**src/rtl/core/atcl_pkg.sv**
```systemverilog
// Package for the AT command line recognizer: status codes, sequencer states,
// command name table and default sizes. No dependencies.
`default_nettype none
package atcl_pkg;

  localparam int LINE_DEPTH_DEF = 64;
  localparam int NAME_MAX_DEF   = 10;

  localparam logic [7:0] CHAR_CR   = 8'd13;
  localparam logic [7:0] CHAR_A    = 8'h41;
  localparam logic [7:0] CHAR_T    = 8'h54;
  localparam logic [7:0] CHAR_PLUS = 8'h2B;
  localparam logic [7:0] CHAR_EQ   = 8'h3D;

  localparam int NUM_NAMES  = 8;
  localparam int NAME_COLS  = 16;
  localparam int COL_W      = $clog2(NAME_COLS);
  localparam int NAME_LEN_W = $clog2(NAME_COLS + 1);

  typedef enum logic [1:0] {
    STAT_OK      = 2'd0,
    STAT_FAIL    = 2'd1,
    STAT_UNKNOWN = 2'd2,
    STAT_MATCH   = 2'd3
  } status_t;

  typedef enum logic [1:0] {
    ST_IDLE,
    ST_SCAN,
    ST_FINAL
  } state_t;

  // Names are left-justified: character j sits at the top of the word minus 8*j.
  localparam logic [NAME_COLS*8-1:0] NAME_TEXT [NUM_NAMES] = '{
    {"Test",       96'd0},
    {"Init",       96'd0},
    {"DrawHeart",  56'd0},
    {"SetTime",    72'd0},
    {"DrawHours",  56'd0},
    {"DrawString", 48'd0},
    {"DrawName",   64'd0},
    {"DrawDate",   64'd0}
  };

  localparam logic [NAME_LEN_W-1:0] NAME_LEN [NUM_NAMES] = '{
    NAME_LEN_W'(4), NAME_LEN_W'(4), NAME_LEN_W'(9), NAME_LEN_W'(7),
    NAME_LEN_W'(9), NAME_LEN_W'(10), NAME_LEN_W'(8), NAME_LEN_W'(8)
  };

  function automatic logic [7:0] name_char(input int k, input logic [COL_W-1:0] j);
    name_char = NAME_TEXT[k][8*(NAME_COLS-1-int'(j)) +: 8];
  endfunction

endpackage
`default_nettype wire

```
**src/rtl/core/at_command_line_recognizer.sv**
```systemverilog
// Top level of the AT command line recognizer: line buffer RAM and the
// sequencer that checks a line at carriage return. Uses atcl_pkg, atcl_ram.
//
//   channel | ports                                  | direction
//   --------+----------------------------------------+----------
//   in      | in_valid, in_ready, in_rx_byte         | sink
//   out     | out_valid, out_ready, out_status,      | source
//           | out_cmd_idx                            |
//
// A byte other than carriage return is one RAM write while the buffer has room.
// A carriage return walks the buffer one byte a cycle from the RAM read port
// through the AT+ prefix and at most NAME_MAX name characters, then resolves
// the match in a final state; in_ready is low until the sequencer is idle again.
// The result sits in an output register; a stalled result holds the resolve
// cycle only if a second line ends first. Reset empties the line (fill count).
`default_nettype none
module at_command_line_recognizer #(
  parameter int LINE_DEPTH = atcl_pkg::LINE_DEPTH_DEF,
  parameter int NAME_MAX   = atcl_pkg::NAME_MAX_DEF
) (
  input  wire logic       clk,
  input  wire logic       rst_n,
  input  wire logic       in_valid,
  output logic            in_ready,
  input  wire logic [7:0] in_rx_byte,
  output logic            out_valid,
  input  wire logic       out_ready,
  output logic [1:0]      out_status,
  output logic [2:0]      out_cmd_idx
);
  import atcl_pkg::*;

  localparam int AW = $clog2(LINE_DEPTH);
  localparam int FW = $clog2(LINE_DEPTH + 1);
  localparam int LW = $clog2(NAME_MAX + 1);

  state_t               state_r, state_nxt;
  logic [FW-1:0]        fill_r, fill_nxt;
  logic [FW-1:0]        pos_r, pos_nxt;
  logic [LW-1:0]        len_r, len_nxt;
  logic [NUM_NAMES-1:0] cand_r, cand_nxt;
  logic                 named_r, named_nxt;
  status_t              status_r, status_nxt;
  status_t              res_status_r, res_status_nxt;
  logic [2:0]           res_idx_r, res_idx_nxt;
  logic                 out_valid_r, out_valid_nxt;

  logic                 ram_we;
  logic [AW-1:0]        ram_raddr;
  logic [7:0]           ram_rdata;
  logic                 in_xfer;
  logic                 is_cr;
  logic [7:0]           cur_char;
  logic [LW-1:0]        len_inc;
  logic [NUM_NAMES-1:0] char_eq;
  logic [NUM_NAMES-1:0] hit;
  logic                 scan_end;

  atcl_ram #(
    .WIDTH (8),
    .DEPTH (LINE_DEPTH)
  ) u_line_ram (
    .clk   (clk),
    .we    (ram_we),
    .waddr (fill_r[AW-1:0]),
    .wdata (in_rx_byte),
    .raddr (ram_raddr),
    .rdata (ram_rdata)
  );

  assign in_ready    = (state_r == ST_IDLE);
  assign in_xfer     = in_valid && in_ready;
  assign is_cr       = (in_rx_byte == CHAR_CR);
  assign ram_we      = in_xfer && !is_cr && (fill_r < FW'(LINE_DEPTH));
  assign out_valid   = out_valid_r;
  assign out_status  = res_status_r;
  assign out_cmd_idx = res_idx_r;

  // Positions past the stored bytes read as zero.
  assign cur_char = (pos_r < fill_r) ? ram_rdata : 8'd0;
  assign len_inc  = len_r + LW'(1);

  always_comb begin
    for (int k = 0; k < NUM_NAMES; k++) begin
      char_eq[k] = (name_char(k, len_r[COL_W-1:0]) == cur_char);
      hit[k]     = cand_r[k] && (NAME_LEN[k] == NAME_LEN_W'(len_r));
    end
  end

  // Scan ends at a mismatch in the AT+ prefix, or where the name ends: at '=', a zero byte or after NAME_MAX characters
  always_comb begin
    scan_end = 1'b0;
    if (pos_r == FW'(0)) begin
      scan_end = (cur_char != CHAR_A);
    end else if (pos_r == FW'(1)) begin
      scan_end = (cur_char != CHAR_T);
    end else if (pos_r == FW'(2)) begin
      scan_end = (cur_char != CHAR_PLUS);
    end else begin
      scan_end = (cur_char == CHAR_EQ) || (cur_char == 8'd0) ||
                 (len_inc == LW'(NAME_MAX));
    end
  end

  // Next state
  always_comb begin
    state_nxt = state_r;
    case (state_r)
      ST_IDLE: begin
        if (in_xfer && is_cr) begin
          state_nxt = ST_SCAN;
        end
      end
      ST_SCAN: begin
        if (scan_end) begin
          state_nxt = ST_FINAL;
        end
      end
      ST_FINAL: begin
        if (!out_valid_r || out_ready) begin
          state_nxt = ST_IDLE;
        end
      end
      default: state_nxt = ST_IDLE;
    endcase
  end

  // Datapath and outputs
  always_comb begin
    fill_nxt       = fill_r;
    pos_nxt        = pos_r;
    len_nxt        = len_r;
    cand_nxt       = cand_r;
    named_nxt      = named_r;
    status_nxt     = status_r;
    res_status_nxt = res_status_r;
    res_idx_nxt    = res_idx_r;
    out_valid_nxt  = out_valid_r && !out_ready;
    ram_raddr      = '0;
    case (state_r)
      ST_IDLE: begin
        if (in_xfer) begin
          if (is_cr) begin
            pos_nxt   = '0;
            len_nxt   = '0;
            cand_nxt  = '1;
            named_nxt = 1'b0;
          end else if (ram_we) begin
            fill_nxt = fill_r + FW'(1);
          end
        end
      end
      ST_SCAN: begin
        ram_raddr = AW'(pos_r + FW'(1));
        pos_nxt   = pos_r + FW'(1);
        if (pos_r == FW'(0) || pos_r == FW'(1)) begin
          status_nxt = STAT_FAIL;
        end else if (pos_r == FW'(2)) begin
          status_nxt = STAT_OK;
        end else begin
          named_nxt = 1'b1;
          if (cur_char != CHAR_EQ && cur_char != 8'd0) begin
            cand_nxt = cand_r & char_eq;
            len_nxt  = len_inc;
          end
        end
      end
      ST_FINAL: begin
        if (!out_valid_r || out_ready) begin
          out_valid_nxt  = 1'b1;
          fill_nxt       = '0;
          res_idx_nxt    = '0;
          res_status_nxt = status_r;
          if (named_r) begin
            res_status_nxt = STAT_UNKNOWN;
            if (len_r != '0) begin
              for (int k = NUM_NAMES - 1; k >= 0; k--) begin
                if (hit[k]) begin
                  res_status_nxt = STAT_MATCH;
                  res_idx_nxt    = 3'(k);
                end
              end
            end
          end
        end
      end
      default: begin
        out_valid_nxt = out_valid_r;
      end
    endcase
  end

  always_ff @(posedge clk) begin
    if (!rst_n) begin
      state_r     <= ST_IDLE;
      fill_r      <= '0;
      out_valid_r <= 1'b0;
    end else begin
      state_r     <= state_nxt;
      fill_r      <= fill_nxt;
      out_valid_r <= out_valid_nxt;
    end
  end

  always_ff @(posedge clk) begin
    pos_r        <= pos_nxt;
    len_r        <= len_nxt;
    cand_r       <= cand_nxt;
    named_r      <= named_nxt;
    status_r     <= status_nxt;
    res_status_r <= res_status_nxt;
    res_idx_r    <= res_idx_nxt;
  end

endmodule
`default_nettype wire

```
**src/rtl/core/atcl_ram.sv**
```systemverilog
// Generic single-write, single-read RAM with registered read data.
// No dependencies.
`default_nettype none
module atcl_ram #(
  parameter int WIDTH = 8,
  parameter int DEPTH = 64
) (
  input  wire logic                     clk,
  input  wire logic                     we,
  input  wire logic [$clog2(DEPTH)-1:0] waddr,
  input  wire logic [WIDTH-1:0]         wdata,
  input  wire logic [$clog2(DEPTH)-1:0] raddr,
  output logic      [WIDTH-1:0]         rdata
);

  logic [WIDTH-1:0] mem [DEPTH];

  always_ff @(posedge clk) begin
    if (we) begin
      mem[waddr] <= wdata;
    end
    rdata <= mem[raddr];
  end

endmodule
`default_nettype wire

```
**config.mk**
```make
export PLATFORM = sky130hd
export DESIGN_NAME = at_command_line_recognizer
export DESIGN_NICKNAME = d
export VERILOG_FILES = /design/src/rtl/core/atcl_pkg.sv /design/src/rtl/core/at_command_line_recognizer.sv /design/src/rtl/core/atcl_ram.sv
export SDC_FILE = /design/constraint.sdc
export NUM_CORES = 1
export LEC_CHECK = 0
export ABC_AREA = 1
export ABC_CLOCK_PERIOD_IN_PS = 5400
export BUFFER_PORTS_ARGS = -buffer_cell sky130_fd_sc_hd__buf_2
export CELL_PAD_IN_SITES_DETAIL_PLACEMENT = 0
export CELL_PAD_IN_SITES_GLOBAL_PLACEMENT = 1
export CORE_MARGIN = 2
export CORE_UTILIZATION = 35
export CTS_BUF_LIST = sky130_fd_sc_hd__clkbuf_8
export DETAILED_ROUTE_END_ITERATION = 8
export PLACE_DENSITY = 0.54
export SYNTH_ARGS = -nofsm -noshare
export SYNTH_HDL_FRONTEND = slang
export SYNTH_HIERARCHICAL = 1
export SYNTH_SLANG_ARGS = --single-unit
```
**constraint.sdc**
```tcl
create_clock -name clk -period 5.4 [get_ports clk]
set_input_delay 1.08 -clock clk [delete_from_list [all_inputs] [get_ports clk]]
set_output_delay 1.08 -clock clk [all_outputs]
set_load 0.01 [all_outputs]
```
-- After elaboration in Yosys (flattened, before gate mapping)
Memory sizes are Yosys's and may differ from the RTL's. A register that Yosys moved wholly into a read port is not among the register bits.
Cells that the tools add are included.
- bits in registers: 36
- bits in latches: 0
- memory bits (writable): 512
- ROM bits: 0
- bits of input ports: 12
- output and inout bits: 7
- logic and storage cells: 162
- memories kept: 1
- memory list (memory ; words ; width ; read ports ; clocked after memory_dff ; write ports ; line ; text):
    u_line_ram.mem ; 64 ; 8 ; 1 ; 1 ; 1 ; atcl_ram.sv:16 ; logic [WIDTH-1:0] mem [DEPTH];
- $add $sub $neg: 4
- $mul: 0
- divide/modulo/power cells: 0
- $lt $le $gt $ge: 2
- equality and inequality tests: 34
- shift-type cells: 8
- mux-type cells: 56
- bitwise logic cells: 3
- reductions and logical operators: 41
- operators with widths (operator ; number):
    $shiftx A128 B8 Y8 const A ; 8
    $eq A8 B8 Y1 ; 8
    $mux W8 ; 6
    $mux W7 ; 6
    $pmux W7 S2 ; 2
    $mux W2 ; 13
    $mux W4 ; 5
    $ne A8 B6 Y1 const B ; 2
    $ne A8 B7 Y1 const B ; 2
    $pmux W8 S2 ; 1
    $add A7 B1 Y7 const B ; 2
    $logic_and A1 B1 Y1 ; 14
    $mux W1 ; 14
    $eq A4 B4 Y1 const A ; 3
    $mux W3 ; 4
    $ne A2 B2 Y1 const B ; 6
    $reduce_and A5 Y1 ; 2
    $and A8 B8 Y8 ; 1
    $eq A3 B4 Y1 const A ; 2
    $eq A8 B4 Y1 const B ; 1
    $eq A8 B6 Y1 const B ; 1
    $logic_not A8 Y1 ; 1
    $ne A2 B1 Y1 const B ; 4
    $pmux W4 S2 ; 1
    27 further kinds ; 39

-- Logic depth before layout (Yosys ltp)
- depth in word-level cells: 12
- depth in mapped cells: 18
- gate-level depth less buffers: 18

-- Hierarchy
The synthesis kept the hierarchy.
- by module, submodules not included (module ; times used ; cells each ; area an instance (um^2)):
    atcl_ram ; 1 ; 1805 ; 21339.2
    at_command_line_recognizer ; 1 ; 466 ; 3291.9

-- Least setup slack after synthesis
OpenSTA, ideal clock, no wires.
- path type: in2reg
- from: input in_rx_byte[3]
- to: memory u_line_ram.mem[48][0] (enable)
- setup time: 0.395 ns
- data arrival time: 2.825 ns
- data required time: 5.005 ns
- slack: 2.180 ns
- cell stages on the path: 8
- buffers on the path: 1
- cell sequence: nand2_1 -> nor3_1 -> nand4_1 -> nand2_1 -> nor2_1 -> clkbuf_1 -> nand4_1 -> nor4_1
- word-level cells in the longest chain between the ends: 6
- RTL lines (element ; line ; text):
    from (decl) ; at_command_line_recognizer.sv:25 ; input wire logic [7:0] in_rx_byte,
    $eq A8 B4 Y1 ; at_command_line_recognizer.sv:73 ; assign is_cr = (in_rx_byte == CHAR_CR);
    $logic_not A1 Y1 ; at_command_line_recognizer.sv:74 ; assign ram_we = in_xfer && !is_cr && (fill_r < FW'(LINE_DEPTH));
    $logic_and A1 B1 Y1 (2 in series) ; at_command_line_recognizer.sv:74 ;
    net ram_we ; at_command_line_recognizer.sv:48 ; logic ram_we;
    $mux W1 ; atcl_ram.sv:19 ; if (we) begin
    $mux W1 (implied by the code) ; atcl_ram.sv:20 ; mem[waddr] <= wdata;
    to (decl) ; atcl_ram.sv:16 ;
The timed path passes the listed nets, and every way through them passes these cells.

-- Worst setup path after layout
- from: input in_rx_byte[3]
- to: memory u_line_ram.mem[37][2] (enable)
The elaborated chain is that of the path after synthesis.

==> results.toml <==
[status]
outcome = "finished clean"

[pwr]
p_seq_share_pct = 56.2
pwr-share-clk_pct = 41.4
powerDensity_nw_per_um2 = 311
ir_drop_v = 0.000169
sw_frac_of_total_pct = 22.3
leakage_nw = 9.85
combinationalPowerShare_pct = 2.4
p_switching_mw = 1.89
cell_internal_pwr_mw = 6.58

[synth]
syn-cell-area_um2 = 24600
synth.distinct_cells = 43
avgSynthCellArea_um2 = 10.8
yosys-top-cells-area = "edfxtp_1 66%, nand2_1 11%, nand3_1 9.7%"
ys_ff_latch = 556
ys_seq_area_share_pct = 67.1
yosysTopAreaCellShare_pct = 65.6
synth_ff_type = "edfxtp_1"
synth_nets = 2303
synthArstFlopShare_pct = 0
yosys_warnings = 6
synth_top_area_cell = "edfxtp_1"
synthesis.instances = 2271
synth_edf_count = 538

[setup_path]
crit_path_cell_trace = "buf_2, nand2_1, nor3_1, nand4_1, nand2_1, nor2_1, nand4_1, nor2_1"
r2r_start = "state_r[0]"
cp-start-kind = "input pin"
crit_slowest_cell = "nand4_1"
worstPathArrival_ns = 4.49
cp-end-kind = "register"
crit_path_start = "in_rx_byte[3]"
worst_ep_required_time_ns = 5.69
r2r-end = "u_line_ram/rdata[5]"
rr_worst_depth = 15
worst-path-buf-inv = 1
regToRegSetupSlack_ns = 1.56
critPathMaxStageDelay_ns = 0.98
critPathKind = "in -> reg"
cp_max_fo = 10
critical-path-top-delay-family = "simple AND/OR/NAND/NOR gates"

[sta]
min_period_ns = 4.20
period_share_pct = 77.8
rsz0062_at_grt = "false"
fin_setup_tns_ns = 0
fmax_mhz = 238
finalMaxSlewViolations = 0
setup_violations = 0
skew_ns = 0.0297
setup_ws_ns = 1.20
final_hold_viol_count = 0
maxSlewHeadroom_pct = 26.9
worst_slew_pin_slew_ns = 1.10

[clock_network]
cts_buffers = 97
tritoncts = "done"
htreeDepth = 3
ctsResizeCount = 0
cts_setup_buffers = 0
cts_hold_buf = 0
clockRootBuffer = "clkbuf_8"
max-clock-path-buffers = 3
clock_sinks = 556
clkSlewWorstSetupHoldPaths_ns = 0.06
clk_latency_ns = 0.69

[detailed_routing]
met3_wirelength_um = 3170
drtAntennaViolNets = 0
vias_per_cell = 5.02
via_count = 16693
wirelength_um = 71700
routed.top_layer = "met4"
drt_iter0_markers = 1317
met2_length_um = 34300
avgRoutedWirePerCell_um = 21.5
dr.pass1.iters = 5
drt-met1-wl_um = 32600
drc = 0

[grt]
antenna_found_initial = 2
grt_pass1_vias = 16842
grt_usage_pct = 19.6
grt_first_pass_wirelength_um = 107000
grt_overflow = 0
grt_max_degree = 134

[hold_path]
worstHoldStart = "fill_r[6]"
hold_depth = 2
min_to = "fill_r[6]"
min_path_type = "reg -> reg"

[place]
dpl_worst_slack_ns = 0.500
port_buffers = 18
globalplace.congestion = 0.807
hpwl_um = 42700
placed_area_um2 = 25500

[die]
start_util_pct = 35.2
core-area_um2 = 69900
io_pins = 19
fp.dieH_um = 269
fp-row-count = 97
die_x_um = 269
dieArea_um2 = 72500

[cells_and_area]
fillers = 6954
area_growth_pct = 10.4
nets = 2345
drive_gt1_share_pct = 8.72
final_cell_area_um2 = 27200
layout_common_cells = "731 x nand2_1, 538 x edfxtp_1, 477 x nand3_1"
final_common_cell = "nand2_1"

[flow_run]
cap_violations = 0
stage by stage:
stage | hold slack, ns | utilization (%) | cells | power, mW
6_report | 0.470 | 38.9 | 3326 | 8.46
5_1_grt | 0.517 | 38.9 | 3326 | 8.78
4_1_cts | 0.477 | 38.9 | 3325 | 8.58
3_5_place_dp | 0.463 | 36.4 | 3154 | 5.06
3_3_place_gp | 0.458 | 36.4 | 3154 | 5.06
2_1_floorplan | 0.440 | - | 2271 | 4.91
synth_stat cells (2+ instances only):
cell	instances
xnor2_1	8
dfxtp_1	18
nand4_1	15
ha_1	20
inv_2	7
nor3_1	17
nor3b_1	2
a21oi_1	29
nand3_4	2
inv_1	78
nor2_8	4
clkbuf_1	17
buf_6	35
o211ai_1	2
buf_2	42
a21boi_0	2
o21ai_1	5
a211oi_1	6
nor2_1	126
nand2_2	4
xor2_1	16
nand3_1	477
o21ai_0	18
buf_4	14
buf_1	10
nor4_1	11
nand2_1	731
buf_8	2
edfxtp_1	538
nand3b_1	2
power by group through the flow:
stage          logic (mW)  clock network, mW  registers [mW]
2_1_floorplan      0.0727                  0            4.84
3_3_place_gp        0.210                  0            4.85
3_5_place_dp        0.209                  0            4.85
4_1_cts             0.210               3.61            4.76
5_1_grt             0.222               3.80            4.76
6_report            0.204               3.50            4.76
layer usage:
layer  track usage (%)  vias up
met5                 0        -
met4              5.38        0
met3              3.40      100
met2              32.6      361
met1              26.3     8247
li1                  -     7985
flip-flops by register name, summed over array words and instances (netlist names):
name,count
u_line_ram/rdata,8
len_r,4
u_line_ram/mem,512
out_status,2
out_cmd_idx,3
out_valid,1
named_r,1
pos_r,7
fill_r,7
cand_r,8
status_r,1
state_r,2
cell families (layout without fill, tap and decap cells):
logic type / count (synthesis) / after routing / share of synthesized area (%)
compound gates: 69 / 69 / 1.64
xor+xnor: 24 / 24 / 0.853
fa+ha+maj: 20 / 20 / 1.02
buf+inv: 206 / 320 / 4.74
flops: 556 / 556 / 67.1
mux: 1 / 1 / 0.0457
other cells: 0 / 1 / 0
simple gates: 1395 / 1395 / 24.6
worst max path at each step:
stage / end / cells after the start / slack, ns
2_1_floorplan: u_line_ram/mem[48][0] / 8 / 2.18
3_3_place_gp: u_line_ram/mem[61][3] / 8 / 0.57
3_5_place_dp: u_line_ram/mem[61][5] / 8 / 0.50
4_1_cts: u_line_ram/mem[37][2] / 8 / 1.20
5_1_grt: u_line_ram/mem[37][2] / 8 / 0.94
6_report: u_line_ram/mem[37][2] / 8 / 1.20
final cells by class:
cell class / count / area [um^2] / area share (%)
inverters: 86 / 333 / 1.22
clock buffers: 99 / 1360 / 5.01
multi-input cells: 1509 / 6970 / 25.6
repair buffers: 63 / 478 / 1.76
well taps: 940 / 1180 / 4.32
flip-flops and latches: 556 / 16500 / 60.7
diodes: 1 / 2.50 / 0.00920
clock inverters: 72 / 363 / 1.33
worst register-to-register path, cell delays in order, from the launching register on:
cell	delay, ns
dfxtp_1	0.36
inv_1	0.06
nor2_1	0.08
buf_4	0.21
inv_1	0.31
nor2_4	0.29
buf_4	0.57
buf_4	0.73
nand2_1	0.16
nand3_1	0.16
nand3_1	0.13
nand2_1	0.12
nand2_1	0.09
nand3_1	0.14
nand3_1	0.19
nand2_1	0.15
Power figures use the tool's default switching activity.
